**config.mk**
```make
export PLATFORM = sky130hd
export DESIGN_NAME = ilirs_cell
export DESIGN_NICKNAME = d
export VERILOG_FILES = /design/src/rtl/ilirs_pkg.sv /design/src/rtl/ilirs_cell.sv
export SDC_FILE = /design/constraint.sdc
export NUM_CORES = 1
export LEC_CHECK = 0
export BUFFER_PORTS_ARGS = -buffer_cell sky130_fd_sc_hd__buf_4
export CAP_MARGIN = 40
export CORE_UTILIZATION = 41
export DETAILED_ROUTE_END_ITERATION = 10
export HOLD_SLACK_MARGIN = 0.03
export PLACE_DENSITY = 0.93
export SLEW_MARGIN = 15
export SYNTH_ARGS = -nofsm -noshare
export SYNTH_HDL_FRONTEND = slang
export SYNTH_SLANG_ARGS = --single-unit
```
**constraint.sdc**
```tcl
create_clock -name clk -period 9.28 [get_ports clk]
set_input_delay 0.928 -clock clk [delete_from_list [all_inputs] [get_ports clk]]
set_output_delay 0.928 -clock clk [all_outputs]
set_load 0.05 [all_outputs]
```
**src/rtl/ilirs_pkg.sv**
```systemverilog
`timescale 1ns / 1ps
// ----------------------------------------------------------------------------
// ilirs_pkg
// Types and constants shared by the indexed list blocks.
// ----------------------------------------------------------------------------
package ilirs_pkg;

    localparam int DEPTH     = 64;
    localparam int WORD_BITS = 32;
    localparam int IDX_W     = $clog2(DEPTH);
    localparam int CNT_W     = $clog2(DEPTH + 1);

    localparam logic [2:0] REQ_APPEND  = 3'd0;
    localparam logic [2:0] REQ_INSERT  = 3'd1;
    localparam logic [2:0] REQ_EXTRACT = 3'd2;
    localparam logic [2:0] REQ_SEARCH  = 3'd3;
    localparam logic [2:0] REQ_DELETE  = 3'd4;

    localparam logic [1:0] ST_OK    = 2'd0;
    localparam logic [1:0] ST_RANGE = 2'd1;
    localparam logic [1:0] ST_FULL  = 2'd2;
    localparam logic [1:0] ST_MISS  = 2'd3;

    localparam logic [1:0] CMD_HOLD     = 2'd0;
    localparam logic [1:0] CMD_INSERT   = 2'd1;
    localparam logic [1:0] CMD_SHIFT_DN = 2'd2;

    typedef struct packed {
        logic [2:0]                  req_type;
        logic [IDX_W-1:0]            position;
        logic signed [WORD_BITS-1:0] value;
        logic [CNT_W-1:0]            run_length;
    } req_t;

    typedef struct packed {
        logic [1:0]                  status;
        logic signed [WORD_BITS-1:0] data_out;
        logic [IDX_W-1:0]            found_position;
        logic [CNT_W-1:0]            length;
    } rsp_t;

    typedef struct packed {
        logic [1:0]                  cmd;
        logic [IDX_W-1:0]            pos;
        logic signed [WORD_BITS-1:0] value;
    } cell_ctrl_t;

endpackage

```
**src/rtl/ilirs_cell.sv**
```systemverilog
`timescale 1ns / 1ps
// ----------------------------------------------------------------------------
// ilirs_cell
// One list slot: holds an entry, shifts with its neighbors, compares.
// ----------------------------------------------------------------------------
module ilirs_cell (
    input  logic                                   clk,
    input  ilirs_pkg::cell_ctrl_t                  ctrl,
    input  logic [ilirs_pkg::IDX_W-1:0]            idx,
    input  logic signed [ilirs_pkg::WORD_BITS-1:0] prev_data,
    input  logic signed [ilirs_pkg::WORD_BITS-1:0] next_data,
    output logic signed [ilirs_pkg::WORD_BITS-1:0] data,
    output logic signed [ilirs_pkg::WORD_BITS-1:0] sel_data,
    output logic                                   match
);

    logic signed [ilirs_pkg::WORD_BITS-1:0] data_reg;
    logic signed [ilirs_pkg::WORD_BITS-1:0] data_next;

    always_comb
    begin
        data_next = data_reg;
        case (ctrl.cmd)
            ilirs_pkg::CMD_INSERT:
            begin
                if (idx == ctrl.pos)
                begin
                    data_next = ctrl.value;
                end
                else if (idx > ctrl.pos)
                begin
                    data_next = prev_data;
                end
            end
            ilirs_pkg::CMD_SHIFT_DN:
            begin
                if (idx >= ctrl.pos)
                begin
                    data_next = next_data;
                end
            end
            default:
            begin
                data_next = data_reg;
            end
        endcase
    end

    always_ff @(posedge clk)
    begin
        data_reg <= data_next;
    end

    assign data     = data_reg;
    assign sel_data = (idx == ctrl.pos) ? data_reg : '0;
    assign match    = (data_reg == ctrl.value);

endmodule

```
==> summary.md <==
| Metric | Value |
|---|---|
| Outcome | `completed` |
| Most used standard cell by instance count after synthesis | `sky130_fd_sc_hd__nand2_1` |
| Final wirelength | `7.19 mm` |
| Number of setup violations in the final report | `0` |
| Post-detailed-placement half-perimeter wirelength | `5.86 mm` |
| Total inserted antenna cells | `0` |
| Category of cells accounting for the largest share of critical-path delay | `buffers and inverters` |
| Warnings, synthesis | `0` |
| Area of the die | `6080 sq um` |
| Final hold violation count | `0` |
| Max cap viols | `0` |
| Area added between synthesis and finish | `61.9%` |
| Post-Synthesis Net Count | `360` |
| H-tree Lvls | `2` |
| Crit-path max FO | `37` |
| Number of unique standard cell types used by synthesis | `22` |
| DIE HEIGHT | `77.9 um` |
| Unrepaired setup endpoints after global routing | `false` |
| Layout Utilization | `69.1%` |
| Overall Power | `473 uW` |
| Post-synth top area cell | `sky130_fd_sc_hd__edfxtp_1` |
| Max Transition Viols Final | `0` |
| Number of nets with antenna violations after detailed routing | `0` |
| Worst-case clock buffer depth | `2` |
| Routability-driven placement congestion ratio | `0.816` |
| Cell repeated most along the worst path | `sky130_fd_sc_hd__buf_4` |
| Per-instance average area after synthesis | `9.73 sq um` |
| Post-CTS setup buffer count | `0` |
| Kind of end point of the critical path | `primary output` |
| Critical Path Max Stage Delay | `0.42 ns` |
| Clock-pin slew reported for the worst setup and hold paths after clock tree synthesis | `0.07 ns` |
| Total cell area at the placement stage | `3750 sq um` |
| Antenna violations before repair | `0` |
| Via count of the first global-routing pass | `2358` |
| Cells taking the most area after synthesis | `sky130_fd_sc_hd__edfxtp_1 41%, sky130_fd_sc_hd__mux2i_1 14%, sky130_fd_sc_hd__xor2_1 12%` |
| Finished Cell Area | `3830 sq um` |
| Slew at the pin closest to its max-slew limit | `0.610 ns` |
| Setup crit start | `idx[5]` |
| Total congestion overflow after global routing | `0` |
| Req. time, crit path | `8.35 ns` |
| Number of flops mapped to enable cells by yosys | `32` |
| DRC errors left | `0` |
| Buffer and inverter count on the worst path | `3` |
| Power density over cell area | `123 nW/um^2` |
| Initial Utilization | `42.7%` |
| Source of the worst hold timing path | `next_data[27]` |
| Final critical-path share of the clock period | `36.7%` |
| Leakage Power | `1.71 nW` |
| Post-Route Setup TNS | `0 ns` |
| Number of port buffers | `175` |
| Post-synth top flop | `sky130_fd_sc_hd__edfxtp_1` |
| Filler instances | `438` |
| CTS Root Cell | `sky130_fd_sc_hd__clkbuf_8` |
| Time the worst path needs with I/O delays and setup | `3.40 ns` |
| Wire per inst | `14.8 um` |
| Fraction of synthesis flops using an asynchronous set or reset pin | `0%` |
| Num CTS Buffers | `5` |
| Min-delay worst type | `input port to flop` |
| IO Count | `176` |
| Remaining max-slew budget at the tightest pin | `59.3%` |
| Flip-flop count of the largest register after layout | `32` |
| Proportion of layout cells with a drive suffix above 1 | `45.3%` |
| Netlist area before placement | `2360 sq um` |
| Number of instances resized during post-cts repair | `0` |
| Area inside the core boundary | `5540 sq um` |
| TritonCTS clock tree | `yes` |
| Gate Count Post-Synth | `243` |
| Synth Register Bits | `32` |
| Gr usage total | `23.6%` |
| Count of standard-cell rows | `27` |
| Highest ir drop seen on vdd | `0.0739 mV` |
| Cell Chain, Critical Path | `buf_4, ha_1, nand2_1, nor3_4, buf_4, and2_1, buf_4` |
| Die W | `77.9 um` |
| Type of the worst setup path | `input port to primary output` |
| Share of synthesized area occupied by flip-flops and latches | `40.6%` |
| Layout net count | `532` |
| Crit path DAT | `2.48 ns` |
| DR pass1 iterations | `4` |
| Critical Path Start Type | `input port` |
| Count of vias placed by the detailed router | `2390` |
| Endpoint, Worst Hold | `data[27]` |
| Clk sinks | `32` |
| Drt via density | `4.91` |
| Achievable clock frequency | `0.294 GHz` |
| Post-synth top area share | `40.6%` |
| First-pass GRT wire length | `11.1 mm` |
| Cts-stage hold buffer count | `0` |
| Max stage delay cell, worst path | `sky130_fd_sc_hd__buf_4` |
| Worst Hold Depth | `3` |
| Largest net degree at the start of global routing | `66` |
| Drt initial violations | `80` |
==> layout by cell type (no fill, tap or decap), types with 2 or more instances in the layout <==
cell	Yosys	layout
sky130_fd_sc_hd__o21ai_0	2	2
sky130_fd_sc_hd__xor2_1	32	32
sky130_fd_sc_hd__ha_1	6	6
sky130_fd_sc_hd__clkbuf_8	0	5
sky130_fd_sc_hd__o21ai_1	32	32
sky130_fd_sc_hd__buf_4	1	178
sky130_fd_sc_hd__nor4_1	8	8
sky130_fd_sc_hd__nand4_1	2	2
sky130_fd_sc_hd__edfxtp_1	32	32
sky130_fd_sc_hd__and2_1	32	32
sky130_fd_sc_hd__nand2_1	36	36
sky130_fd_sc_hd__inv_1	6	6
sky130_fd_sc_hd__nor2b_1	3	2
sky130_fd_sc_hd__mux2i_1	32	32
==> cell type report <==
| cell class | instances | area (sq um) | share of cell area [%] |
|---|---|---|---|
| clock inverter | 1 | 5.00 | 0.131 |
| timing repair buffer | 179 | 1350 | 35.3 |
| inverter | 6 | 22.5 | 0.588 |
| clock buffer | 6 | 72.6 | 1.90 |
| sequential | 32 | 961 | 25.1 |
| tap | 72 | 90.1 | 2.35 |
| multi-input combinational | 191 | 1330 | 34.6 |
==> logic make-up after synthesis <==
group	count (synthesis)	share of synthesized area [%]
multiplexers	32	13.5
AO/OA/AOI/OAI	37	7.94
XOR/XNOR	32	11.9
buffers and inverters	20	4.34
AND/OR/NAND/NOR	84	18.5
flip-flops	32	40.6
adder cells (fa/ha/maj)	6	3.17
==> layer usage <==
| metal | track usage [%] | up-vias | share of wire [%] |
|---|---|---|---|
| met2 | 44.8 | 115 | 53 |
| met5 | 0 | - | 0 |
| met3 | 4.47 | 6 | 7.0 |
| li1 | - | 1181 | - |
| met1 | 26.9 | 1088 | 40 |
| met4 | 6.11 | 0 | 0.85 |
==> how the worst max path moves through the flow <==
stage	cells after the start	to
6_report	7	sel_data[3]
5_1_grt	8	sel_data[3]
4_1_cts	7	sel_data[3]
3_5_place_dp	7	sel_data[3]
3_3_place_gp	7	data[15]
2_1_floorplan	8	data[0]
==> power by group <==
group	internal (mW)	switching (mW)
Sequential	0.179	0.0136
Combinational	0.0728	0.106
Clock	0.0510	0.0497
Total	0.303	0.169
==> per-stage QoR <==
step	worst slack, ns	cells	hold WS, ns
after detailed placement	5.87	480	1.21
final	5.88	487	0.925
after floorplan	5.37	243	1.12
after global placement	5.93	479	1.21
after CTS	5.88	487	0.919
after global routing	5.77	487	0.935
No activity file was read; power rests on OpenSTA's default activity.
